==> src/design/ssmc_pkg.sv <==
`timescale 1ns / 1ps
// ---------------------------------------------------------------------------
// ssmc_pkg: shared types and constants of the servo sweep mode controller
// Field widths, register reset values, register indexes and the beat
// structures passed between the input stage and the update stage.
// ---------------------------------------------------------------------------
package ssmc_pkg;

    localparam int MAX_ANGLE_DEF = 180;
    localparam int POT_BITS_DEF  = 12;

    localparam int ANGLE_W     = 8;
    localparam int TEMP_W      = 11;
    localparam int CFG_INDEX_W = 3;
    localparam int CFG_DATA_W  = 11;
    localparam int OUT_TDATA_W = 24;

    // register reset values
    localparam logic [7:0]               STEP_INTERVAL_RST  = 8'd20;
    localparam logic [7:0]               DEBOUNCE_TIME_RST  = 8'd50;
    localparam logic [9:0]               BUZZER_TIME_RST    = 10'd300;
    localparam logic [3:0]               STEP_SIZE_RST      = 4'd2;
    localparam logic signed [TEMP_W-1:0] TEMP_THRESHOLD_RST = 11'sd250;

    // saturation limits of the elapsed counters
    localparam logic [7:0] STEP_EL_MAX   = 8'd255;
    localparam logic [8:0] CHANGE_EL_MAX = 9'd511;
    localparam logic [9:0] BUZZER_EL_MAX = 10'd1023;

    typedef enum logic [CFG_INDEX_W-1:0] {
        CFG_STEP_INTERVAL  = 3'd0,
        CFG_DEBOUNCE_TIME  = 3'd1,
        CFG_BUZZER_TIME    = 3'd2,
        CFG_STEP_SIZE      = 3'd3,
        CFG_TEMP_THRESHOLD = 3'd4
    } t_cfg_idx;

    typedef struct packed {
        logic [7:0]               step_interval;
        logic [7:0]               debounce_time;
        logic [9:0]               buzzer_time;
        logic [3:0]               step_size;
        logic signed [TEMP_W-1:0] temp_threshold;
    } t_cfg;

    // one tick after the input register, pot already mapped to degrees
    typedef struct packed {
        logic                     button_level;
        logic [ANGLE_W-1:0]       pot_angle;
        logic                     temp_valid;
        logic signed [TEMP_W-1:0] temperature;
    } t_tick;

    typedef struct packed {
        logic [ANGLE_W-1:0] cmd_angle;
        logic [ANGLE_W-1:0] target_angle;
        logic               buzzer_on;
        logic               temp_sweep;
        logic               sweep_active;
    } t_result;

endpackage

==> src/design/ssmc_pot_map.sv <==
`timescale 1ns / 1ps
// ---------------------------------------------------------------------------
// ssmc_pot_map: potentiometer sample to angle
// Computes pot * MAX_ANGLE / (2^POT_BITS - 1), truncated, with a reciprocal
// estimate and one remainder correction.
// ---------------------------------------------------------------------------
module ssmc_pot_map #(
    parameter int POT_BITS  = ssmc_pkg::POT_BITS_DEF,
    parameter int MAX_ANGLE = ssmc_pkg::MAX_ANGLE_DEF
) (
    input  logic [POT_BITS-1:0]         i_pot,
    output logic [ssmc_pkg::ANGLE_W-1:0] o_angle
);
    import ssmc_pkg::*;

    localparam int XW = POT_BITS + ANGLE_W;
    localparam logic [XW-1:0] MAX_X   = XW'(MAX_ANGLE);
    localparam logic [XW:0]   DIVISOR = (XW+1)'((1 << POT_BITS) - 1);
    localparam logic [ANGLE_W:0] MAX_Q = (ANGLE_W+1)'(MAX_ANGLE);

    logic [XW-1:0]    x;
    logic [XW:0]      sum;
    logic [ANGLE_W:0] q_est;
    logic [ANGLE_W:0] q_fix;
    logic [XW:0]      rem;

    // estimate never exceeds the true quotient and falls short by one at most
    always_comb begin
        x     = XW'(i_pot) * MAX_X;
        sum   = {1'b0, x} + (XW+1)'(x >> POT_BITS);
        q_est = (ANGLE_W+1)'(sum >> POT_BITS);
        rem   = {1'b0, x} - (((XW+1)'(q_est) << POT_BITS) - (XW+1)'(q_est));
        q_fix = (rem >= DIVISOR) ? q_est + 1'b1 : q_est;
        o_angle = (q_fix > MAX_Q) ? MAX_Q[ANGLE_W-1:0] : q_fix[ANGLE_W-1:0];
    end

endmodule

==> src/design/ssmc_in_stage.sv <==
`timescale 1ns / 1ps
// ---------------------------------------------------------------------------
// ssmc_in_stage: input register
// Captures an accepted tick with the pot sample mapped to degrees and holds
// it until the update stage takes it.
// ---------------------------------------------------------------------------
module ssmc_in_stage #(
    parameter int POT_BITS  = ssmc_pkg::POT_BITS_DEF,
    parameter int MAX_ANGLE = ssmc_pkg::MAX_ANGLE_DEF
) (
    input  logic                               i_clk,
    input  logic                               i_rst_n,
    input  logic                               i_load,
    input  logic                               i_advance,
    input  logic                               i_button_level,
    input  logic [POT_BITS-1:0]                i_pot_sample,
    input  logic                               i_temp_valid,
    input  logic signed [ssmc_pkg::TEMP_W-1:0] i_temperature_tenths,
    output logic                               o_valid,
    output ssmc_pkg::t_tick                    o_item
);
    import ssmc_pkg::*;

    logic               r_valid;
    logic               n_valid;
    t_tick              r_item;
    logic [ANGLE_W-1:0] pot_angle;

    ssmc_pot_map #(
        .POT_BITS  (POT_BITS),
        .MAX_ANGLE (MAX_ANGLE)
    ) u_pot_map (
        .i_pot   (i_pot_sample),
        .o_angle (pot_angle)
    );

    always_comb begin
        n_valid = r_valid;
        if (i_load) begin
            n_valid = 1'b1;
        end else if (i_advance) begin
            n_valid = 1'b0;
        end
    end

    always_ff @(posedge i_clk) begin
        if (!i_rst_n) begin
            r_valid <= 1'b0;
        end else begin
            r_valid <= n_valid;
        end
    end

    always_ff @(posedge i_clk) begin
        if (i_load) begin
            r_item.button_level <= i_button_level;
            r_item.pot_angle    <= pot_angle;
            r_item.temp_valid   <= i_temp_valid;
            r_item.temperature  <= i_temperature_tenths;
        end
    end

    assign o_valid = r_valid;
    assign o_item  = r_item;

endmodule

==> src/design/ssmc_update.sv <==
`timescale 1ns / 1ps
// ---------------------------------------------------------------------------
// ssmc_update: per-tick state update and result register
// Applies temperature, debounce, buzzer timeout and servo motion for one
// tick; the updated state registers are the result beat.
// ---------------------------------------------------------------------------
module ssmc_update #(
    parameter int MAX_ANGLE = ssmc_pkg::MAX_ANGLE_DEF
) (
    input  logic              i_clk,
    input  logic              i_rst_n,
    input  logic              i_advance,
    input  logic              i_out_ready,
    input  ssmc_pkg::t_tick   i_item,
    input  ssmc_pkg::t_cfg    i_cfg,
    output logic              o_valid,
    output ssmc_pkg::t_result o_result
);
    import ssmc_pkg::*;

    localparam logic [ANGLE_W-1:0]        MAX_A = ANGLE_W'(MAX_ANGLE);
    localparam logic signed [ANGLE_W+1:0] MAX_S = (ANGLE_W+2)'(MAX_ANGLE);

    logic               r_valid,     n_valid;
    logic [ANGLE_W-1:0] r_angle,     n_angle;
    logic [ANGLE_W-1:0] r_held,      n_held;
    logic               r_dir_down,  n_dir_down;
    logic               r_auto,      n_auto;
    logic               r_sweep,     n_sweep;
    logic [7:0]         r_step_el,   n_step_el;
    logic               r_raw_prev,  n_raw_prev;
    logic               r_stable,    n_stable;
    logic [8:0]         r_change_el, n_change_el;
    logic               r_buzzer,    n_buzzer;
    logic [9:0]         r_buzzer_el, n_buzzer_el;

    logic [8:0]                ce;
    logic [9:0]                be;
    logic [7:0]                se;
    logic signed [ANGLE_W+1:0] next_pos;
    logic signed [ANGLE_W+1:0] delta;

    always_comb begin
        n_valid     = r_valid;
        n_angle     = r_angle;
        n_held      = r_held;
        n_dir_down  = r_dir_down;
        n_auto      = r_auto;
        n_sweep     = r_sweep;
        n_step_el   = r_step_el;
        n_raw_prev  = r_raw_prev;
        n_stable    = r_stable;
        n_change_el = r_change_el;
        n_buzzer    = r_buzzer;
        n_buzzer_el = r_buzzer_el;
        ce          = r_change_el;
        be          = r_buzzer_el;
        se          = r_step_el;
        delta       = '0;
        next_pos    = '0;

        if (i_advance) begin
            n_valid = 1'b1;
        end else if (i_out_ready) begin
            n_valid = 1'b0;
        end

        if (i_advance) begin
            if (i_item.temp_valid) begin
                n_auto = (i_item.temperature > i_cfg.temp_threshold);
            end

            // debounce: restart the quiet count on any level change
            ce = (i_item.button_level != r_raw_prev) ? '0 : r_change_el;
            if ((ce > {1'b0, i_cfg.debounce_time}) && (i_item.button_level != r_stable)) begin
                n_stable = i_item.button_level;
                if (!i_item.button_level && !n_auto && !r_sweep) begin
                    n_held     = i_item.pot_angle;
                    n_sweep    = 1'b1;
                    n_dir_down = 1'b0;
                    n_buzzer   = 1'b1;
                    be         = '0;
                    n_angle    = '0;
                end
            end
            n_raw_prev  = i_item.button_level;
            n_change_el = (ce == CHANGE_EL_MAX) ? ce : ce + 1'b1;

            if (n_buzzer && (be >= i_cfg.buzzer_time)) begin
                n_buzzer = 1'b0;
            end
            n_buzzer_el = (be == BUZZER_EL_MAX) ? be : be + 1'b1;

            if (n_auto || n_sweep) begin
                if (se >= i_cfg.step_interval) begin
                    se       = '0;
                    delta    = (ANGLE_W+2)'(i_cfg.step_size);
                    next_pos = n_dir_down ? $signed({2'b00, n_angle}) - delta
                                          : $signed({2'b00, n_angle}) + delta;
                    if (n_auto) begin
                        if (next_pos >= MAX_S) begin
                            n_angle    = MAX_A;
                            n_dir_down = 1'b1;
                        end else if (next_pos <= 0) begin
                            n_angle    = '0;
                            n_dir_down = 1'b0;
                        end else begin
                            n_angle = next_pos[ANGLE_W-1:0];
                        end
                    end else if (next_pos >= MAX_S) begin
                        n_angle    = MAX_A;
                        n_dir_down = 1'b1;
                    end else if ((next_pos <= 0) && n_dir_down) begin
                        // sweep done: return to the angle captured at the press
                        n_sweep = 1'b0;
                        n_angle = n_held;
                    end else if (next_pos <= 0) begin
                        n_angle = '0;
                    end else begin
                        n_angle = next_pos[ANGLE_W-1:0];
                    end
                end
            end else begin
                n_held  = i_item.pot_angle;
                n_angle = i_item.pot_angle;
            end
            n_step_el = (se == STEP_EL_MAX) ? se : se + 1'b1;
        end
    end

    always_ff @(posedge i_clk) begin
        if (!i_rst_n) begin
            r_valid     <= 1'b0;
            r_angle     <= '0;
            r_held      <= '0;
            r_dir_down  <= 1'b0;
            r_auto      <= 1'b0;
            r_sweep     <= 1'b0;
            r_step_el   <= STEP_EL_MAX;
            r_raw_prev  <= 1'b1;
            r_stable    <= 1'b1;
            r_change_el <= '0;
            r_buzzer    <= 1'b0;
            r_buzzer_el <= '0;
        end else begin
            r_valid     <= n_valid;
            r_angle     <= n_angle;
            r_held      <= n_held;
            r_dir_down  <= n_dir_down;
            r_auto      <= n_auto;
            r_sweep     <= n_sweep;
            r_step_el   <= n_step_el;
            r_raw_prev  <= n_raw_prev;
            r_stable    <= n_stable;
            r_change_el <= n_change_el;
            r_buzzer    <= n_buzzer;
            r_buzzer_el <= n_buzzer_el;
        end
    end

    assign o_valid               = r_valid;
    assign o_result.cmd_angle    = r_angle;
    assign o_result.target_angle = r_held;
    assign o_result.buzzer_on    = r_buzzer;
    assign o_result.temp_sweep   = r_auto;
    assign o_result.sweep_active = r_sweep;

endmodule

==> src/design/servo_sweep_mode_controller_core.sv <==
`timescale 1ns / 1ps
// ---------------------------------------------------------------------------
// servo_sweep_mode_controller_core: servo sweep mode controller, top level
// One input beat per 1 ms tick: button level, pot sample, temperature.
// One result beat per tick: servo angle, pot target, buzzer, mode flags.
// ---------------------------------------------------------------------------
// Usage:
//   s_axis carries one tick per beat; m_axis returns exactly one result
//   beat per tick, in order. Registers are written on i_cfg_wr_en with
//   i_cfg_index selecting the register; write only while no tick is in
//   flight.
//   Path: an accepted tick sits in the input register and is folded into
//   the update/result register when the result slot is free, and its
//   result is then on m_axis.
//   Throughput: one tick per cycle while results are taken; the only loop
//   is the state update in the result stage, so ticks can follow every clock.
//   Stall: when m_axis_tready is low the result beat holds and the state
//   freezes; the input register still takes one more beat, then
//   s_axis_tready drops until the result is taken.
//   Reset: synchronous, active low; clears both stages, sets the state to
//   its idle values and loads the register defaults.
// ---------------------------------------------------------------------------
module servo_sweep_mode_controller_core #(
    parameter int MAX_ANGLE = ssmc_pkg::MAX_ANGLE_DEF,
    parameter int POT_BITS  = ssmc_pkg::POT_BITS_DEF
) (
    input  logic                                 i_clk,
    input  logic                                 i_rst_n,
    // tdata from bit 0: button_level, pot_sample, temp_valid,
    // temperature_tenths, zero pad
    input  logic                                 s_axis_tvalid,
    output logic                                 s_axis_tready,
    input  logic [((POT_BITS+13+7)/8)*8-1:0]     s_axis_tdata,
    // tdata from bit 0: cmd_angle, target_angle, buzzer_on,
    // temp_sweep, sweep_active, zero pad
    output logic                                 m_axis_tvalid,
    input  logic                                 m_axis_tready,
    output logic [ssmc_pkg::OUT_TDATA_W-1:0]     m_axis_tdata,
    input  logic                                 i_cfg_wr_en,
    input  logic [ssmc_pkg::CFG_INDEX_W-1:0]     i_cfg_index,
    input  logic [ssmc_pkg::CFG_DATA_W-1:0]      i_cfg_wdata
);
    import ssmc_pkg::*;

    localparam int TEMP_LSB = POT_BITS + 2;
    localparam int RES_W    = 2 * ANGLE_W + 3;

    t_cfg    r_cfg;
    t_tick   in_item;
    t_result result;
    logic    in_valid;
    logic    load;
    logic    advance;

    // hand the held tick to the update stage when the result slot frees up
    assign advance       = in_valid && (!m_axis_tvalid || m_axis_tready);
    assign s_axis_tready = !in_valid || advance;
    assign load          = s_axis_tvalid && s_axis_tready;

    // register file: the user must write it only while idle; the block does not enforce this
    always_ff @(posedge i_clk) begin
        if (!i_rst_n) begin
            r_cfg.step_interval  <= STEP_INTERVAL_RST;
            r_cfg.debounce_time  <= DEBOUNCE_TIME_RST;
            r_cfg.buzzer_time    <= BUZZER_TIME_RST;
            r_cfg.step_size      <= STEP_SIZE_RST;
            r_cfg.temp_threshold <= TEMP_THRESHOLD_RST;
        end else if (i_cfg_wr_en) begin
            case (t_cfg_idx'(i_cfg_index))
                CFG_STEP_INTERVAL:  r_cfg.step_interval  <= i_cfg_wdata[7:0];
                CFG_DEBOUNCE_TIME:  r_cfg.debounce_time  <= i_cfg_wdata[7:0];
                CFG_BUZZER_TIME:    r_cfg.buzzer_time    <= i_cfg_wdata[9:0];
                CFG_STEP_SIZE:      r_cfg.step_size      <= i_cfg_wdata[3:0];
                CFG_TEMP_THRESHOLD: r_cfg.temp_threshold <= $signed(i_cfg_wdata[TEMP_W-1:0]);
                default: begin
                    // drop writes to unused indexes
                end
            endcase
        end
    end

    ssmc_in_stage #(
        .POT_BITS  (POT_BITS),
        .MAX_ANGLE (MAX_ANGLE)
    ) u_in_stage (
        .i_clk                (i_clk),
        .i_rst_n              (i_rst_n),
        .i_load               (load),
        .i_advance            (advance),
        .i_button_level       (s_axis_tdata[0]),
        .i_pot_sample         (s_axis_tdata[POT_BITS:1]),
        .i_temp_valid         (s_axis_tdata[POT_BITS+1]),
        .i_temperature_tenths ($signed(s_axis_tdata[TEMP_LSB+TEMP_W-1:TEMP_LSB])),
        .o_valid              (in_valid),
        .o_item               (in_item)
    );

    ssmc_update #(
        .MAX_ANGLE (MAX_ANGLE)
    ) u_update (
        .i_clk       (i_clk),
        .i_rst_n     (i_rst_n),
        .i_advance   (advance),
        .i_out_ready (m_axis_tready),
        .i_item      (in_item),
        .i_cfg       (r_cfg),
        .o_valid     (m_axis_tvalid),
        .o_result    (result)
    );

    // pack the result beat, cmd_angle in the low byte
    assign m_axis_tdata = {
        (OUT_TDATA_W-RES_W)'(0),
        result.sweep_active,
        result.temp_sweep,
        result.buzzer_on,
        result.target_angle,
        result.cmd_angle
    };

endmodule

==> config.mk <==
export PLATFORM = sky130hd
export DESIGN_NAME = servo_sweep_mode_controller_core
export DESIGN_NICKNAME = d
export VERILOG_FILES = /design/src/design/ssmc_pkg.sv /design/src/design/ssmc_pot_map.sv /design/src/design/ssmc_in_stage.sv /design/src/design/ssmc_update.sv /design/src/design/servo_sweep_mode_controller_core.sv
export SDC_FILE = /design/constraint.sdc
export NUM_CORES = 1
export LEC_CHECK = 0
export BUFFER_PORTS_ARGS = -buffer_cell sky130_fd_sc_hd__buf_4
export CORE_ASPECT_RATIO = 0.5
export CORE_MARGIN = 1.5
export CORE_UTILIZATION = 45
export DETAILED_ROUTE_END_ITERATION = 10
export HOLD_SLACK_MARGIN = 0.02
export SLEW_MARGIN = 30
export SYNTH_ARGS = -nofsm -noshare
export SYNTH_HDL_FRONTEND = slang
export SYNTH_SLANG_ARGS = --single-unit
==> constraint.sdc <==
create_clock -name i_clk -period 11.15 [get_ports i_clk]
set_clock_uncertainty 0.1 [all_clocks]
set_input_delay 0.5575 -clock i_clk [delete_from_list [all_inputs] [get_ports i_clk]]
set_output_delay 0.5575 -clock i_clk [all_outputs]
set_load 0.05 [all_outputs]
* After elaboration in Yosys (flattened, before gate mapping)
Index checks and enable logic that the tools add are counted.
** Cells by class
- Add/sub/neg operators :: 9
- $mul :: 1
- Order comparisons :: 8
- Eq/ne operators :: 9
- Multiplexer cells :: 52
- Reductions and logical operators :: 24
** Operators with widths (count)
- two-way mux 8 bit :: 17
- two-way mux 10 bit :: 5
- two-way mux 1 bit :: 27
- two-way mux 9 bit :: 3
- adder 20 x 8 -> 21 bit :: 1
- greater-or-equal comparator 21 x 12 -> 1 bit (second input constant) :: 1
- subtractor 20 x 21 -> 21 bit :: 1
- subtractor 21 x 9 -> 21 bit :: 1
- adder 9 x 1 -> 9 bit (second input constant) :: 2
- multiplier 12 x 6 -> 18 bit (second input constant) :: 1
- AND reduction 2 bit :: 6
- greater-than comparator 11 bit :: 1
- adder 10 x 1 -> 10 bit (second input constant) :: 1
- == test 10 bit (second input constant) :: 1
- greater-or-equal comparator 10 bit :: 1
- greater-or-equal comparator 10 x 9 -> 1 bit (second input constant) :: 1
- less-or-equal comparator 10 x 1 -> 1 bit (second input constant) :: 1
- adder 8 x 4 -> 9 bit :: 1
- == test 9 bit (second input constant) :: 1
- greater-than comparator 9 x 8 -> 1 bit :: 1
- greater-than comparator 9 x 8 -> 1 bit (second input constant) :: 1
- subtractor 8 x 4 -> 9 bit :: 1
- adder 8 x 1 -> 8 bit (second input constant) :: 1
- == test 8 bit (second input constant) :: 1
- 10 further kinds :: 25
** Word-level totals
- Bits in registers :: 113
- Input port bits :: 51
- Output and inout bits :: 26
- Logic and storage cells :: 125

* Logic depth before layout (Yosys ltp)
- Word-level depth :: 19
- Mapped depth :: 40
- Mapped depth without buffers :: 38

* Cells and area by module
A second synthesis with hierarchy kept.
** Second synthesis, totals
- Cells, all modules :: 1293
- Area, all modules :: 10680.2 sq um
** By module, submodules not included
- ssmc_update :: times used 1, cells an instance 607, area an instance 4518.1 sq um, seq. area each 1001.0 sq um
- ssmc_pot_map :: times used 1, cells an instance 491, area an instance 3781.1 sq um, seq. area each 0.0 sq um
- servo_sweep_mode_controller_core :: times used 1, cells an instance 171, area an instance 1709.1 sq um, seq. area each 820.8 sq um
- ssmc_in_stage :: times used 1, cells an instance 24, area an instance 671.9 sq um, seq. area each 650.6 sq um

* Least setup slack after synthesis
Ideal clock, no wire load.
- Path type :: input -> register
- Start point :: input s_axis_tdata[8]
- End point :: register u_in_stage.r_item, in the netlist u_in_stage.o_item[15] (data pin)
- Setup time :: 0.263 ns
- Arrival :: 8.983 ns
- Data required time :: 10.787 ns
- Slack :: 1.803 ns
- Cell stages on the path :: 38
- Buffers on the path :: 3
- Cell sequence :: ha_1 > inv_1 > fa_1 > fa_1 > inv_1 > ha_1 > clkbuf_1 > a21o_1 > a31o_2 > a31oi_1 > a2bb2oi_1 > xor2_1 > ha_1 > and3_1 > a221oi_1 > nor2_1 > a21oi_1 > nor2_1 > (+2 left out) > ha_1 > clkdlybuf4s50_2 > inv_1 > ha_1 > inv_1 > ha_1 > o21ai_0 > a2111oi_0 > a21oi_1 > xnor2_1 > or4_1 > or4b_4 > nor3_4 > buf_6 > nor4_1 > or3_4 > a31oi_2 > a21oi_1
** Between the ends
- Cells in the longest elaborated chain, start to end :: 7
- Elaborated cells between the ends (all ways) :: 8
- Classes of those cells :: add/sub: 4; mul: 1; order compare: 2; mux: 1
** Ends and longest elaborated chain
- start: declaration :: RTL line servo_sweep_mode_controller_core.sv:33 : input logic [((POT_BITS+13+7)/8)*8-1:0] s_axis_tdata,
- multiplier 12 x 6 -> 18 bit * :: RTL line ssmc_pot_map.sv:29 : x = XW'(i_pot) * MAX_X;
- adder 20 x 8 -> 21 bit :: RTL line ssmc_pot_map.sv:30 : sum = {1'b0, x} + (XW+1)'(x >> POT_BITS);
- subtractor 21 x 9 -> 21 bit :: RTL line ssmc_pot_map.sv:32 : rem = {1'b0, x} - (((XW+1)'(q_est) << POT_BITS) - (XW+1)'(q_est));
- subtractor 20 x 21 -> 21 bit :: RTL line ssmc_pot_map.sv:32
- greater-or-equal comparator 21 x 12 -> 1 bit :: RTL line ssmc_pot_map.sv:33 : q_fix = (rem >= DIVISOR) ? q_est + 1'b1 : q_est;
- two-way mux 9 bit * :: RTL line ssmc_pot_map.sv:33
- greater-than comparator 9 x 8 -> 1 bit :: RTL line ssmc_pot_map.sv:34 : o_angle = (q_fix > MAX_Q) ? MAX_Q[ANGLE_W-1:0] : q_fix[ANGLE_W-1:0];
- end: declaration :: RTL line ssmc_in_stage.sv:26 : t_tick r_item;
Mark *: on every way between the ends. The rest lies on a longest branch, timed or not.
A chain may end at the register's enable or synchronous reset.

* Worst setup path in the final report
- Start point :: input s_axis_tdata[1]
- End point :: register u_in_stage.r_item, in the netlist u_in_stage.o_item[16] (data pin)
Same word-level chain as after synthesis.

==> flow_metrics.py <==
metrics = {
    "flow_run": {
        "max_cap_viol_count": 0,
    },
    "final_layout": {
        "postLayoutCoreUtil_pct": 51.88,
        "syn2layout_area_growth_pct": 12.38,
        "multiInputGateArea_mm2": 0.006813,
        "seq_area_mm2": 0.002472,
        "fin_nets": 1485,
        "drive_gt1_share_pct": 10.80,
        "antennaDiodeCount": 0,
        "fill_cells": 2158,
    },
    "yosys": {
        "synthCells": 1251,
        "synth_area_mm2": 0.01005,
        "synthTopCellsByArea": "dfxtp_1 (18%), ha_1 (16%), edfxtp_1 (6.3%)",
        "yosysUniqueCellTypes": 95,
        "ys_top_cells_by_count": "nand2_1 (142), inv_1 (130), ha_1 (125)",
        "yosysSeqAreaShare_pct": 24.59,
        "ys.flop_type": "dfxtp_1",
        "synth_top_area_share_pct": 18.32,
        "syn_avg_cell_area_um2": 8.036,
        "async_flop_share_pct": 0,
        "synth_most_common_cell": "nand2_1",
        "synth_area_leader_cell": "dfxtp_1",
        "synth_warnings": 0,
        "synth_edf_count": 21,
        "synth_seq_cells": 113,
    },
    "power_and_ir_drop": {
        "peakVddDrop_mv": 0.1121,
        "swShare_pct": 46.01,
        "pwr-share-seq_pct": 16.9,
        "powerDensity_mw_per_mm2": 258.3,
        "comb_power_share_pct": 64.7,
        "intPower_mw": 1.576,
        "p_switching_mw": 1.343,
        "clockPowerShare_pct": 18.4,
        "leakage_nw": 5.121,
    },
    "floorplanning": {
        "core_mm2": 0.02178,
        "die_w_um": 214.4,
        "start_util_pct": 46.17,
        "die_area_mm2": 0.02330,
        "num_io_pins": 77,
        "num_rows": 38,
        "fp.dieH_um": 108.7,
    },
    "clock_tree": {
        "cts-resized-gates": 0,
        "post_cts_buffers": 0,
        "cts_num_sinks": 113,
        "hold_buffers": 0,
        "worstSkewPairLatency_ns": 0.42,
        "clock-root-buffer": "clkbuf_16",
        "h-tree-depth": 4,
        "cts_tree": "built",
        "cts_buffers": 17,
        "clock_path_buffers": 2,
        "cts.reportedPaths.clkPinSlew_ns": 0.05,
    },
    "routing": {
        "wl_per_cell_um": 15.92,
        "drt_wl_total_mm": 25.56,
        "num_vias": 8891,
        "antenna_left": 0,
        "drt-initial-drc-count": 507,
        "detail_route.vias_per_cell": 5.540,
        "first_pass_iters": 5,
        "drc_errors": 0,
    },
    "worst_setup_path": {
        "cp_num_buf_inv": 4,
        "r2r-start": "u_in_stage.o_item[20]$_DFFE_PP_",
        "startpoint_type": "input port",
        "worst_ep_arrival_time_ns": 9.87,
        "cp_slowest_stage_delay_ns": 0.58,
        "rr_endpoint": "u_update.r_angle[5]$_SDFFE_PN0P_",
        "critPathTopFamily": "compound AO/OA/AOI/OAI gates",
        "crit_slowest_cell": "or4b_4",
        "crit_path_end_kind": "register",
        "crit_start": "s_axis_tdata[1]",
        "worstSetupPathType": "input port to register",
        "path_max_fanout": 12,
        "r2r_slack_ns": 4.53,
        "crit_top_cell": "ha_1",
        "cp.required_ns": 11.22,
        "rr_worst_depth": 27,
    },
    "timing": {
        "tns_ns": 0,
        "slew_violations": 0,
        "slew_headroom_pct": 37.24,
        "worst_pin_slew_ns": 0.9380,
        "setup_viol": 0,
        "rsz0062_at_grt": "false",
        "post-route-min-period_ns": 9.795,
        "hold_violations": 0,
        "fin_crit_sh_pct": 87.85,
        "fmax_mhz": 102.1,
    },
    "place": {
        "post-dp-hpwl_mm": 19.56,
        "routabilityCongestion": 0.9156,
        "numPortBuffers": 64,
    },
    "worst_hold_path": {
        "worstHoldStart": "s_axis_tdata[15]",
        "whs_path_depth": 1,
        "min_to": "u_in_stage.o_item[1]$_DFFE_PP_",
        "hold_path.class": "input port to register",
    },
    "global_route": {
        "grt_overflow": 0,
        "grt_pass1_wl_mm": 41.84,
        "grt_util_all_layers_pct": 22.34,
        "grt_pass1_vias": 8650,
        "antenna_found_initial": 0,
        "grt_max_degree": 60,
    },
    "status": {
        "outcome": "finished, final reports clean",
    },
}
[metal layers]
metal	GRT usage [%]	wire, um	vias up
met1	27.65	11970	4189
met5	0	0	-
met4	8.853	600	0
li1	-	-	4494
met3	2.845	856	40
met2	40.12	12130	168
[flip-flops by register name, indices dropped and copies added, names as in the netlist]
register,flops
u_in_stage.o_item,21
u_update.r_change_el,9
u_update.r_held,8
u_update.r_step_el,8
u_in_stage.o_valid,1
u_update.r_buzzer,1
u_update.r_raw_prev,1
u_update.r_dir_down,1
u_update.r_stable,1
u_update.r_buzzer_el,10
u_update.r_sweep,1
u_update.o_valid,1
r_cfg,41
u_update.r_auto,1
u_update.r_angle,8
[power groups by stage]
stage          logic (mW)  registers, mW  clock network, mW
2_1_floorplan        1.49          0.507                  0
3_3_place_gp         1.84          0.499                  0
3_5_place_dp         1.87          0.499                  0
4_1_cts              1.88          0.491              0.547
5_1_grt              2.11          0.496              0.564
6_report             1.89          0.492              0.538
[stage by stage]
stage	setup slack [ns]	cells	power (mW)	area, um2	hold WS (ns)
CTS	1.338	1605	2.922	11290	0.1954
detailed placement	0.9038	1574	2.370	10700	0.3474
floorplan	1.803	1255	1.999	10070	0.3363
global placement	1.154	1574	2.338	10700	0.3435
global route	0.4658	1605	3.169	11300	0.1973
finish	1.355	1605	2.918	11300	0.2121
[worst max-delay path by stage]
stage                     depth (start not counted)  slack [ns]                             endpoint
after CTS                                        35        1.34  u_in_stage.o_item[16]$_SDFFCE_PN1P_
after global routing                             35        0.47  u_in_stage.o_item[16]$_SDFFCE_PN1P_
final                                            35        1.35  u_in_stage.o_item[16]$_SDFFCE_PN1P_
after detailed placement                         35        0.90  u_in_stage.o_item[16]$_SDFFCE_PN1P_
after global placement                           36        1.15  u_in_stage.o_item[16]$_SDFFCE_PN1P_
after floorplan                                  38        1.80  u_in_stage.o_item[15]$_SDFFCE_PN0P_
[kinds of logic after synthesis]
kind of cell / Yosys count / share of synthesized area (%)
AOI/OAI and AO/OA: 296 / 19.80
xor gates and xnor gates: 56 / 5.140
adders and majority gates: 141 / 18.74
buffers and inverters: 185 / 7.878
DFF: 113 / 24.59
muxes: 21 / 2.091
other: 1 / 0.03730
and+or+nand+nor: 438 / 21.72
[cell type report]
| class | count | area share [%] |
|---|---|---|
| Tap cell | 300 | 3.322 |
| Sequential cell | 113 | 21.88 |
| Clock inverter | 8 | 0.6534 |
| Multi-Input combinational cell | 957 | 60.30 |
| Timing Repair Buffer | 74 | 4.917 |
| Clock buffer | 23 | 4.607 |
| Inverter | 130 | 4.319 |
[cells in the final DEF (no fill, tap or decap), drive strengths merged, types with 4 or more instances in the layout]
master	count
nand2	142
o22ai	6
a221oi	8
buf	74
nand4	19
clkinv	5
and3	20
nor2b	21
o31ai	7
inv	130
o2111ai	4
nand2b	19
dfxtp	92
o21a	9
nor2	88
xnor2	38
a31oi	15
a211oi	9
ha	125
a21o	28
o211ai	27
nand3	37
o311ai	5
mux2i	21
or2	11
clkbuf	23
nor4	9
and2	28
fa	16
edfxtp	21
or4	7
o21ai	47
nor3b	5
o21bai	5
a21oi	85
xor2	18
conb	5
or3	6
nor3	15
Power figures use the tool's default switching activity.
